[src/rtl/modular_inverse_euclid_assert.svh]
// Assertion macros used by the modular inverse controller.
`ifndef MODULAR_INVERSE_EUCLID_ASSERT_SVH
`define MODULAR_INVERSE_EUCLID_ASSERT_SVH

// Same-cycle implication, disabled while reset is held.
`define MIE_ASSERT_IMPLIES(label, clk, rst_n, ante, cons) \
  label: assert property (@(posedge clk) disable iff (!rst_n) (ante) |-> (cons)) \
    else $error("implication check failed");

// Next-cycle implication, disabled while reset is held.
`define MIE_ASSERT_NEXT(label, clk, rst_n, ante, cons) \
  label: assert property (@(posedge clk) disable iff (!rst_n) (ante) |=> (cons)) \
    else $error("next-cycle check failed");

`endif

[src/rtl/mie_pkg.sv]
// Package with the item types, widths and control structures of the modular inverse.
package mie_pkg;

  localparam int WORD_BITS  = 32;
  localparam int SHIFT_BITS = $clog2(WORD_BITS);

  typedef struct packed {
    logic [WORD_BITS-1:0] value;
    logic [WORD_BITS-1:0] modulus;
  } in_item_t;

  typedef struct packed {
    logic [WORD_BITS-1:0] inverse;
    logic                 no_inverse;
  } out_item_t;

  typedef struct packed {
    logic load;
    logic align;
    logic sub;
    logic swap;
    logic count;
    logic fin;
  } dp_cmd_t;

  typedef struct packed {
    logic div_zero;
    logic align_ok;
    logic sh_zero;
    logic rem_zero;
  } dp_stat_t;

endpackage

[src/rtl/mie_dpath.sv]
// Datapath of the modular inverse: shift-subtract divider with coefficient accumulation.
module mie_dpath (
  input  logic               clk,
  input  mie_pkg::in_item_t  in_data,
  input  mie_pkg::dp_cmd_t   cmd,
  output mie_pkg::dp_stat_t  stat,
  output mie_pkg::out_item_t out_data
);
  import mie_pkg::*;

  logic [WORD_BITS-1:0]  m_r,  m_nxt;
  logic [WORD_BITS-1:0]  rp_r, rp_nxt;
  logic [WORD_BITS-1:0]  rc_r, rc_nxt;
  logic [WORD_BITS-1:0]  d_r,  d_nxt;
  logic [WORD_BITS-1:0]  cp_r, cp_nxt;
  logic [WORD_BITS-1:0]  cc_r, cc_nxt;
  logic [WORD_BITS-1:0]  cd_r, cd_nxt;
  logic [SHIFT_BITS-1:0] sh_r, sh_nxt;
  logic                  neg_r, neg_nxt;
  logic                  adv_r, adv_nxt;
  out_item_t             out_r, out_nxt;
  logic [WORD_BITS-1:0]  mag;
  logic                  ge;

  assign ge = (rp_r >= d_r);
  assign mag = (cp_r >= m_r) ? (cp_r - m_r) : cp_r;

  assign stat.div_zero = (d_r == '0);
  assign stat.align_ok = ({d_r, 1'b0} <= {1'b0, rp_r});
  assign stat.sh_zero  = (sh_r == '0);
  assign stat.rem_zero = (rp_r == '0);

  always_comb begin
    m_nxt   = m_r;
    rp_nxt  = rp_r;
    rc_nxt  = rc_r;
    d_nxt   = d_r;
    cp_nxt  = cp_r;
    cc_nxt  = cc_r;
    cd_nxt  = cd_r;
    sh_nxt  = sh_r;
    neg_nxt = neg_r;
    adv_nxt = adv_r;
    out_nxt = out_r;
    if (cmd.load) begin
      m_nxt   = in_data.modulus;
      rp_nxt  = in_data.value;
      rc_nxt  = in_data.modulus;
      d_nxt   = in_data.modulus;
      cp_nxt  = {{(WORD_BITS-1){1'b0}}, 1'b1};
      cc_nxt  = '0;
      cd_nxt  = '0;
      sh_nxt  = '0;
      neg_nxt = 1'b0;
      adv_nxt = 1'b0;
    end else if (cmd.align) begin
      d_nxt  = {d_r[WORD_BITS-2:0], 1'b0};
      cd_nxt = {cd_r[WORD_BITS-2:0], 1'b0};
      sh_nxt = sh_r + 1'b1;
    end else if (cmd.sub) begin
      if (ge) begin
        rp_nxt = rp_r - d_r;
        cp_nxt = cp_r + cd_r;
      end
      d_nxt  = {1'b0, d_r[WORD_BITS-1:1]};
      cd_nxt = {1'b0, cd_r[WORD_BITS-1:1]};
      sh_nxt = sh_r - 1'b1;
    end else if (cmd.swap) begin
      rp_nxt = rc_r;
      rc_nxt = rp_r;
      d_nxt  = rp_r;
      cp_nxt = cc_r;
      cc_nxt = cp_r;
      cd_nxt = cp_r;
      sh_nxt = '0;
      if (cmd.count) begin
        neg_nxt = adv_r ? ~neg_r : 1'b0;
        adv_nxt = 1'b1;
      end
    end else if (cmd.fin) begin
      out_nxt.inverse    = '0;
      out_nxt.no_inverse = 1'b1;
      if (m_r == {{(WORD_BITS-1){1'b0}}, 1'b1}) begin
        out_nxt.no_inverse = 1'b0;
      end else if (m_r != '0 && adv_r && rp_r == {{(WORD_BITS-1){1'b0}}, 1'b1}) begin
        out_nxt.no_inverse = 1'b0;
        out_nxt.inverse    = (neg_r && mag != '0) ? (m_r - mag) : mag;
      end
    end
  end

  always_ff @(posedge clk) begin
    m_r   <= m_nxt;
    rp_r  <= rp_nxt;
    rc_r  <= rc_nxt;
    d_r   <= d_nxt;
    cp_r  <= cp_nxt;
    cc_r  <= cc_nxt;
    cd_r  <= cd_nxt;
    sh_r  <= sh_nxt;
    neg_r <= neg_nxt;
    adv_r <= adv_nxt;
    out_r <= out_nxt;
  end

  assign out_data = out_r;

endmodule

[src/rtl/mie_ctrl.sv]
// Controller of the modular inverse: sequences reduction, Euclid steps and the result.
`include "modular_inverse_euclid_assert.svh"
module mie_ctrl (
  input  logic              clk,
  input  logic              rst_n,
  input  logic              in_valid,
  output logic              in_ready,
  output logic              out_valid,
  input  logic              out_ready,
  input  mie_pkg::dp_stat_t stat,
  output mie_pkg::dp_cmd_t  cmd
);
  import mie_pkg::*;

  localparam logic [2:0] S_IDLE  = 3'd0;
  localparam logic [2:0] S_ALIGN = 3'd1;
  localparam logic [2:0] S_SUB   = 3'd2;
  localparam logic [2:0] S_SWAP  = 3'd3;
  localparam logic [2:0] S_FIN   = 3'd4;

  logic [2:0] state_r, state_nxt;
  logic       red_r, red_nxt;
  logic       out_valid_r, out_valid_nxt;

  assign in_ready  = (state_r == S_IDLE);
  assign out_valid = out_valid_r;

  always_comb begin
    state_nxt = state_r;
    red_nxt   = red_r;
    cmd       = '0;
    case (state_r)
      S_IDLE: begin
        if (in_valid) begin
          cmd.load  = 1'b1;
          red_nxt   = 1'b1;
          state_nxt = S_ALIGN;
        end
      end
      S_ALIGN: begin
        if (stat.div_zero) begin
          state_nxt = S_FIN;
        end else if (stat.align_ok) begin
          cmd.align = 1'b1;
        end else begin
          cmd.sub   = 1'b1;
          state_nxt = stat.sh_zero ? S_SWAP : S_SUB;
        end
      end
      S_SUB: begin
        cmd.sub = 1'b1;
        if (stat.sh_zero) begin
          state_nxt = S_SWAP;
        end
      end
      S_SWAP: begin
        cmd.swap  = 1'b1;
        cmd.count = ~red_r;
        red_nxt   = 1'b0;
        state_nxt = stat.rem_zero ? S_FIN : S_ALIGN;
      end
      S_FIN: begin
        if (!out_valid_r || out_ready) begin
          cmd.fin   = 1'b1;
          state_nxt = S_IDLE;
        end
      end
      default: begin
        state_nxt = S_IDLE;
      end
    endcase
  end

  always_comb begin
    out_valid_nxt = out_valid_r;
    if (cmd.fin) begin
      out_valid_nxt = 1'b1;
    end else if (out_ready) begin
      out_valid_nxt = 1'b0;
    end
  end

  always_ff @(posedge clk) begin
    if (!rst_n) begin
      state_r     <= S_IDLE;
      red_r       <= 1'b0;
      out_valid_r <= 1'b0;
    end else begin
      state_r     <= state_nxt;
      red_r       <= red_nxt;
      out_valid_r <= out_valid_nxt;
    end
  end

  `MIE_ASSERT_NEXT(a_sub_ends_in_swap, clk, rst_n, state_r == S_SUB && stat.sh_zero, state_r == S_SWAP)
  `MIE_ASSERT_NEXT(a_zero_divisor_to_fin, clk, rst_n, state_r == S_ALIGN && stat.div_zero, state_r == S_FIN)
  `MIE_ASSERT_NEXT(a_fin_sets_valid, clk, rst_n, cmd.fin, out_valid_r && state_r == S_IDLE)

endmodule

[src/rtl/modular_inverse_euclid.sv]
// Top level of the modular inverse by the extended Euclidean algorithm.
// Each division, including the initial reduction, shifts the divisor up to align it and then
// shifts it back down, subtracting where it fits; a zero modulus goes straight to the result.
// Items are taken only in idle, one at a time; the next item is taken while the result waits.
// Reset (rst_n, synchronous, active low) returns the controller to idle with no result held.
module modular_inverse_euclid (
  input  logic               clk,
  input  logic               rst_n,
  input  logic               in_valid,
  output logic               in_ready,
  input  mie_pkg::in_item_t  in_data,
  output logic               out_valid,
  input  logic               out_ready,
  output mie_pkg::out_item_t out_data
);
  import mie_pkg::*;

  dp_cmd_t  cmd;
  dp_stat_t stat;

  mie_ctrl u_ctrl (
    .clk       (clk),
    .rst_n     (rst_n),
    .in_valid  (in_valid),
    .in_ready  (in_ready),
    .out_valid (out_valid),
    .out_ready (out_ready),
    .stat      (stat),
    .cmd       (cmd)
  );

  mie_dpath u_dpath (
    .clk      (clk),
    .in_data  (in_data),
    .cmd      (cmd),
    .stat     (stat),
    .out_data (out_data)
  );

endmodule
[config.mk]
export PLATFORM = sky130hd
export DESIGN_NAME = modular_inverse_euclid
export DESIGN_NICKNAME = d
export VERILOG_FILES = /design/src/rtl/mie_pkg.sv /design/src/rtl/mie_dpath.sv /design/src/rtl/mie_ctrl.sv /design/src/rtl/modular_inverse_euclid.sv
export VERILOG_INCLUDE_DIRS = /design/src /design/src/rtl
export SDC_FILE = /design/constraint.sdc
export NUM_CORES = 1
export LEC_CHECK = 0
export ABC_AREA = 0
export BUFFER_PORTS_ARGS = -buffer_cell sky130_fd_sc_hd__buf_2
export CAP_MARGIN = 20
export CORE_ASPECT_RATIO = 0.75
export CORE_UTILIZATION = 68
export DETAILED_ROUTE_END_ITERATION = 10
export GPL_ROUTABILITY_DRIVEN = 0
export PLACE_DENSITY = 0.87
export SYNTH_ARGS = -nofsm -noshare
export SYNTH_HDL_FRONTEND = slang
export SYNTH_HIERARCHICAL = 1
export SYNTH_SLANG_ARGS = --single-unit
[constraint.sdc]
create_clock -name clk -period 10.3 [get_ports clk]
set_clock_uncertainty 0.05 [all_clocks]
set_input_delay 2.06 -clock clk [delete_from_list [all_inputs] [get_ports clk]]
set_output_delay 2.06 -clock clk [all_outputs]
set_load 0.02 [all_outputs]
After elaboration in Yosys (flattened, before gate mapping) --
Cells that the tools add are included. W data, S select, Z words.
Storage, ports and cells: register bits 269, input port bits 68, output and inout bits 35, word-level logic and storage cells 121
Operators by class: $add $sub $neg 6, order comparisons 3, eq/ne operators 14, mux-type cells 47, bitwise operators 7, reduce and logical (&&, ||, !) cells 28
Operator list (number):
- $mux W32 | 20
- $sub A32 B32 Y32 | 3
- $eq A32 B1 Y1 const B | 2
- $ge A32 B32 Y1 | 2
- $logic_not A32 Y1 | 2
- $reduce_bool A32 Y1 | 2
- $le A33 B32 Y1 | 1
- $add A32 B32 Y32 | 1
- $mux W3 | 6
- $mux W5 | 3
- $pmux W3 S5 | 1
- $mux W1 | 13
- $reduce_and A3 Y1 | 4
- $ne A2 B1 Y1 const B | 5
- $reduce_and A4 Y1 | 2
- $reduce_bool A2 Y1 | 4
- $not A1 Y1 | 7
- $eq A3 B2 Y1 const B | 2
- $reduce_bool A3 Y1 | 2
- $add A5 B1 Y5 const B | 1
- $logic_not A5 Y1 | 1
- $reduce_and A5 Y1 | 1
- $sub A5 B1 Y5 const B | 1
- $mux W2 | 2
- other kinds (13) | 17

Longest topological paths before layout --
depth after elaboration 7, gate-level depth with buffers 33, gate-level depth less buffers 29

Cells and area by module --
Netlist, hierarchy kept.
Modules (own cells, without submodules):
- mie_dpath | times used 1, cells each 2372, area each 19877.8 sq um
- mie_ctrl | times used 1, cells each 42, area each 365.4 sq um

Worst setup path after synthesis --
Ideal clock, no wire load.
kind flip-flop to flip-flop, from register u_dpath.m_r[21], to register u_dpath.out_r (netlist bit u_dpath/out_data[30]) (data pin), library setup time 266 ps, arrival time 6155 ps, setup slack 3829 ps, stages on the path, launching flop included 34, clock period less this slack 6471 ps, cells stage by stage edfxtp_1 -> clkbuf_1 -> inv_1 -> ha_1 -> clkbuf_1 -> nand4_1 -> nor4_4 -> nand2_1 -> and4b_1 -> buf_6 -> nand2_8 -> buf_6 -> buf_6 -> clkbuf_1 -> nor2_1 -> a21oi_1 -> ha_1 -> a21o_1 -> a21o_1 -> nand2b_1 -> a311oi_1 -> a21oi_1 -> a2111oi_1 -> nor3_2 -> a41oi_2 -> o221ai_2 -> nand2_2 -> o311ai_4 -> o211ai_1 -> a21boi_2 -> o221ai_1 -> xor2_1 -> o22a_1 -> nor2_1
On the way: longest elaborated chain between the ends 5, elaborated cells on any way between the ends 13, those cells by class add/sub: 2; order compare: 1; eq/ne: 1; mux: 2; bitwise: 1; reduce/logical: 6
RTL lines:
- from (decl) | RTL line mie_dpath.sv:11 | logic [WORD_BITS-1:0] m_r, m_nxt;
- from (signal assigned) | RTL line mie_dpath.sv:93 | m_r <= m_nxt;
- parallel branches: the longest is 5 deep, another holds $sub A32 B32 Y32
- to (signal assigned) | RTL line mie_dpath.sv:103 | out_r <= out_nxt;
- to (decl) | RTL line mie_dpath.sv:21 | out_item_t out_r, out_nxt;
Parallel ways; which one is timed is not known. A chain may end at the register's enable or synchronous reset.

Final worst setup path --
from register u_dpath.m_r[17], to register u_dpath.out_r (netlist bit u_dpath/out_data[30]) (data pin)
The elaborated chain is that of the path after synthesis.

==> metrics list <==
* Synthesized-area fraction occupied by xor and xnor cells: 5.149%
* Syn_area_per_cell: around 8.4 sq um
- Via count of the first global-routing pass: around 17000
- The share of total power dissipated in combinational logic is a little over three fifths.
- The netlist uses 111 different library cells.
- Chip Height: 151.4 um
- The worst register-to-register path ends at u_dpath/out_data[30].
- Hold Crit Start: u_dpath/cc_r[27]
* Cell count after synthesis: roughly 2400
* Vias/cell: 6.663
- Type of destination of the critical path: flop
- The analysis attributes to net switching a power of between 4 and 5 mW.
- Post-DRT Antenna Nets: 0
- STA classifies the critical path startpoint as a flop.
- Unrepaired setup endpoints after global routing: no
- Number of hold-slack violations in the final timing report: 0
- Post-CTS setup-driven buffer insertion count: 0
* Boundary Pins: 103
- Of all flip-flops after synthesis, the portion carrying an async set or reset was 0%.
* Tot GR Track Use: a little under two fifths
- Worst-case setup margin in the final layout: 3.347 ns
- Final critical-path share of the clock period: slightly below 70%
- The most used flip-flop cell after synthesis is edfxtp_1.
* Wire length of the first global-routing pass: just over 90 mm
- CTS built an H-tree with a depth of 1.
- For the finished layout, the period the worst path requires is roughly 7 ns.
- Post-route insts no fill: 2861
- Met3 Resource Use GR: 10.18%
- The tightest min-delay check is of the reg2reg type.
- TritonCTS clock tree: yes
- Maximum number of pins on one net before global-route repair: roughly 100
* Buffer cell driving the clock tree root: clkbuf_16
- Ratio of cells with drive above 1 in the final layout: 9.647%
- Maximum buffer depth of the clock tree: 3
- The flow ran to the end, and the final reports show no timing, DRC or antenna violations.
- Final worst hold slack: 0.3904 ns
* M1 GR Usage: a little over half
- Busiest grt layer: met2
- For this run, the register share of the synthesized area comes to 34.56%.
- Routed wirelength normalized by instance count: 20.63 um
* Setup tns final: 0 ns
* Number of gates resized after cts: 0
- Power share of the clock group: 11.9%
- Max-cap violations: 0
- The cell area that synthesis handed to floorplanning was 20240 sq um.
* Die extent in x: a little over 200 um
* Number of placement rows: 54
* Number of slew-limit violations in the final report: 0
* Critical path data required time: 10.56 ns
- The worst register-to-register path begins at u_dpath/m_r[17].
- Power spread over the standard cell area amounts to roughly 410 nW/um^2.
- Including well taps, the total number of placed cells is 2808.
* Share of synthesized cell area in full adder, half adder and majority cells: 9.877%
- The worst hold path passes through 2 cells.
* Fraction of the mapped netlist area in compound gates: about 22%
* Detailed placement HPWL: 42.40 mm
- Hold endpoint: u_dpath/cp_r[27]
* Worst-case register-to-register setup slack: 3.35 ns
* Post-Place Setup Slack: 3.652 ns
* Sequential fraction of design power: 24.8%
* Met2 track demand over resource: 56.61%
- Counting the buffers created by CTS gives 27.
- Highest attainable clock frequency: between 100 and 150 MHz
- Drc violations: 0
* Buffers added on ports: 102
* Clock sink total: approximately 270
- Simple logic cell fraction of the synthesized area: 18.36%
- Counting flops with a built-in enable in the synthesized netlist gives 161.
* Flop and latch count out of synthesis: 269
- Core Footprint: between 20000 and 30000 sq um
* Initial antenna violation count: 4
- The die covers 30470 sq um.
- The initial utilization of the core area, before any placement, comes to 69.35%.
- IR analysis of the VDD net gives a maximum drop of 0.2938 mV.
* Violation count after the first detailed-routing iteration: 2493
- After detailed routing, the total wire length is 59.04 mm.
* Arrival time of data at the critical path endpoint: between 7 and 8 ns
- Worst slew slack as a fraction of its limit: 32.21%
- After synthesis, the largest family of logic cells by area is compound AO/OA/AOI/OAI gates.
- The detailed router placed 19060 vias in this run.
- In the final design database the tool counted 2660 nets.
* Highest net fanout along the worst path: 35
* Post-synthesis mux area share: 4.222%
- First-pass DRT Iterations: 9
* # setup viols final: 0
* Cells on worst reg2reg path: 26
- Fillers: roughly 2100
- Summed over all cells, the static leakage comes to roughly 8.7 nW.
- Insertion delay of the later-clocked pin in the worst-skew pair: a little under 0.6 ns
- At the pin with the least slew margin, the transition time is 1.017 ns.
- The number of nets in the synthesized netlist is 2628.
* Total grt overflow: 0
* Hold Buf Count CTS: 0
* Internal power: 4.461 mW
- Clock slew seen by the registers of the worst setup and hold paths: 0.07 ns
- Synth warn: 6
- The critical path in this run is classified as reg2reg.
- Layout Area Growth over Synthesis: 7.887%
- In this run switching power makes up 49.74% of total power.
## kinds of logic (layout without fill, tap and decap cells)
kind of cell	after synthesis	count (layout)
other	0	2
muxes	82	82
DFF	269	269
AOI/OAI and AO/OA	700	700
xor gates and xnor gates	119	119
and+or+nand+nor	805	805
adders and majority gates	160	160
buffers and inverters	279	332
## cell usage after synthesis, types with 19 or more instances
master	count	share of area, %
nor2_1	275	5.1
nand2_1	250	4.6
a21oi_1	233	5.8
o21ai_0	173	4.3
edfxtp_1	161	24
inv_1	161	3.0
ha_1	142	8.8
dfxtp_1	108	11
clkbuf_1	89	1.7
xnor2_1	84	3.6
mux2i_1	72	3.6
nor3_1	71	1.8
a21o_1	46	1.7
a211oi_1	39	1.4
nand4_1	36	1.1
xor2_1	35	1.5
nor2b_1	27	0.83
nor4_1	27	0.83
nand3_1	26	0.64
o21a_1	24	0.89
nand2b_1	19	0.59
## power by group through the flow
stage | Clock (mW) | Combinational (mW) | Sequential [mW]
after floorplan | 0 | 4.30 | 1.97
after global placement | 0 | 5.13 | 2.16
after detailed placement | 0 | 5.37 | 2.18
after CTS | 1.07 | 5.43 | 2.16
after global routing | 1.10 | 6.15 | 2.23
final | 1.06 | 5.62 | 2.20
## layer usage
metal | vias to the layer above | share of wire, %
li1 | 8764 | -
met4 | 2 | 4.2
met1 | 8826 | 41
met3 | 192 | 14
met2 | 1279 | 41
met5 | - | 0.024
## placed cells by master, fill, tap and decap left out, types with 6 or more instances in the layout
cell,n
a31oi_1,11
nand3_1,26
o21ai_1,16
nor3_1,71
a21o_1,46
buf_2,102
maj3_1,12
nand2_1,250
nor2_1,273
xnor2_1,84
o31a_1,7
inv_1,161
a21oi_1,233
dfxtp_1,108
nor3b_1,6
xor2_1,35
a22oi_1,10
and2_1,12
mux2i_1,72
nor2b_1,26
nand2b_1,19
and3_1,8
clkbuf_16,28
o21bai_1,15
or3_1,7
edfxtp_1,161
ha_1,142
or2_2,8
o211ai_1,6
buf_4,16
nor4_1,27
o21ai_0,173
a311oi_1,11
o31ai_1,12
o21a_1,24
a211oi_1,39
a21boi_0,14
nand4_1,36
## flip-flops by register name, indices dropped and copies added, names as in the netlist
| signal | count |
|---|---|
| u_ctrl/state_r | 3 |
| u_dpath/out_data | 33 |
| u_dpath/rc_r | 32 |
| u_dpath/cd_r | 32 |
| u_dpath/cp_r | 32 |
| u_dpath/sh_r | 5 |
| u_ctrl/red_r | 1 |
| u_dpath/rp_r | 32 |
| u_dpath/m_r | 32 |
| u_dpath/adv_r | 1 |
| u_dpath/neg_r | 1 |
| u_ctrl/out_valid | 1 |
| u_dpath/d_r | 32 |
| u_dpath/cc_r | 32 |
## critical path, cell delays in order, from the launching register on
cell	delay, ns
edfxtp_1	0.46
inv_1	0.14
ha_1	0.38
a21oi_1	0.34
o21ai_0	0.20
nand2_1	0.11
and4b_1	0.43
nand2_8	0.30
a21oi_1	0.42
ha_1	0.31
a21o_1	0.16
a21o_1	0.20
nand2b_1	0.18
a311oi_1	0.28
a21oi_1	0.11
a2111oi_1	0.54
nor3_2	0.17
a41oi_2	0.35
o221ai_2	0.17
nand3_1	0.14
o311ai_4	0.14
o211ai_1	0.38
a21boi_2	0.14
o221ai_1	0.22
xor2_1	0.17
o22a_1	0.14
nor2_1	0.04
## final cells by class
cell class                 instances  area, sq um  area share (%)
inverter                         163        611.8           2.801
clock inverter                    11        150.1          0.6875
multi-input combinational       1866        12160           55.66
timing repair buffer             119        645.6           2.956
sequential                       269         6997           32.04
tap                              392        490.5           2.246
antenna                            2        5.005         0.02292
clock buffer                      39        784.5           3.592
## per-stage QoR
step	total power [mW]	util, %	area (sq um)
4_1_cts	8.663	74.76	21820
6_report	8.877	74.82	21840
5_1_grt	9.476	74.81	21830
3_3_place_gp	7.291	71.55	20890
3_5_place_dp	7.553	71.55	20890
2_1_floorplan	6.272	-	20240
## worst max-delay path by stage
stage	end	cells after the start	startpoint	slack, ns
after CTS	u_dpath/out_data[30]	26	u_dpath/m_r[17]	3.51
final	u_dpath/out_data[30]	26	u_dpath/m_r[17]	3.35
after global routing	u_dpath/out_data[30]	27	u_dpath/m_r[9]	2.97
after floorplan	u_dpath/out_data[30]	33	u_dpath/m_r[21]	3.83
after detailed placement	u_dpath/out_data[30]	26	u_dpath/m_r[17]	3.65
after global placement	u_dpath/out_data[30]	27	u_dpath/m_r[9]	3.89
No activity file was read; power rests on OpenSTA's default activity.
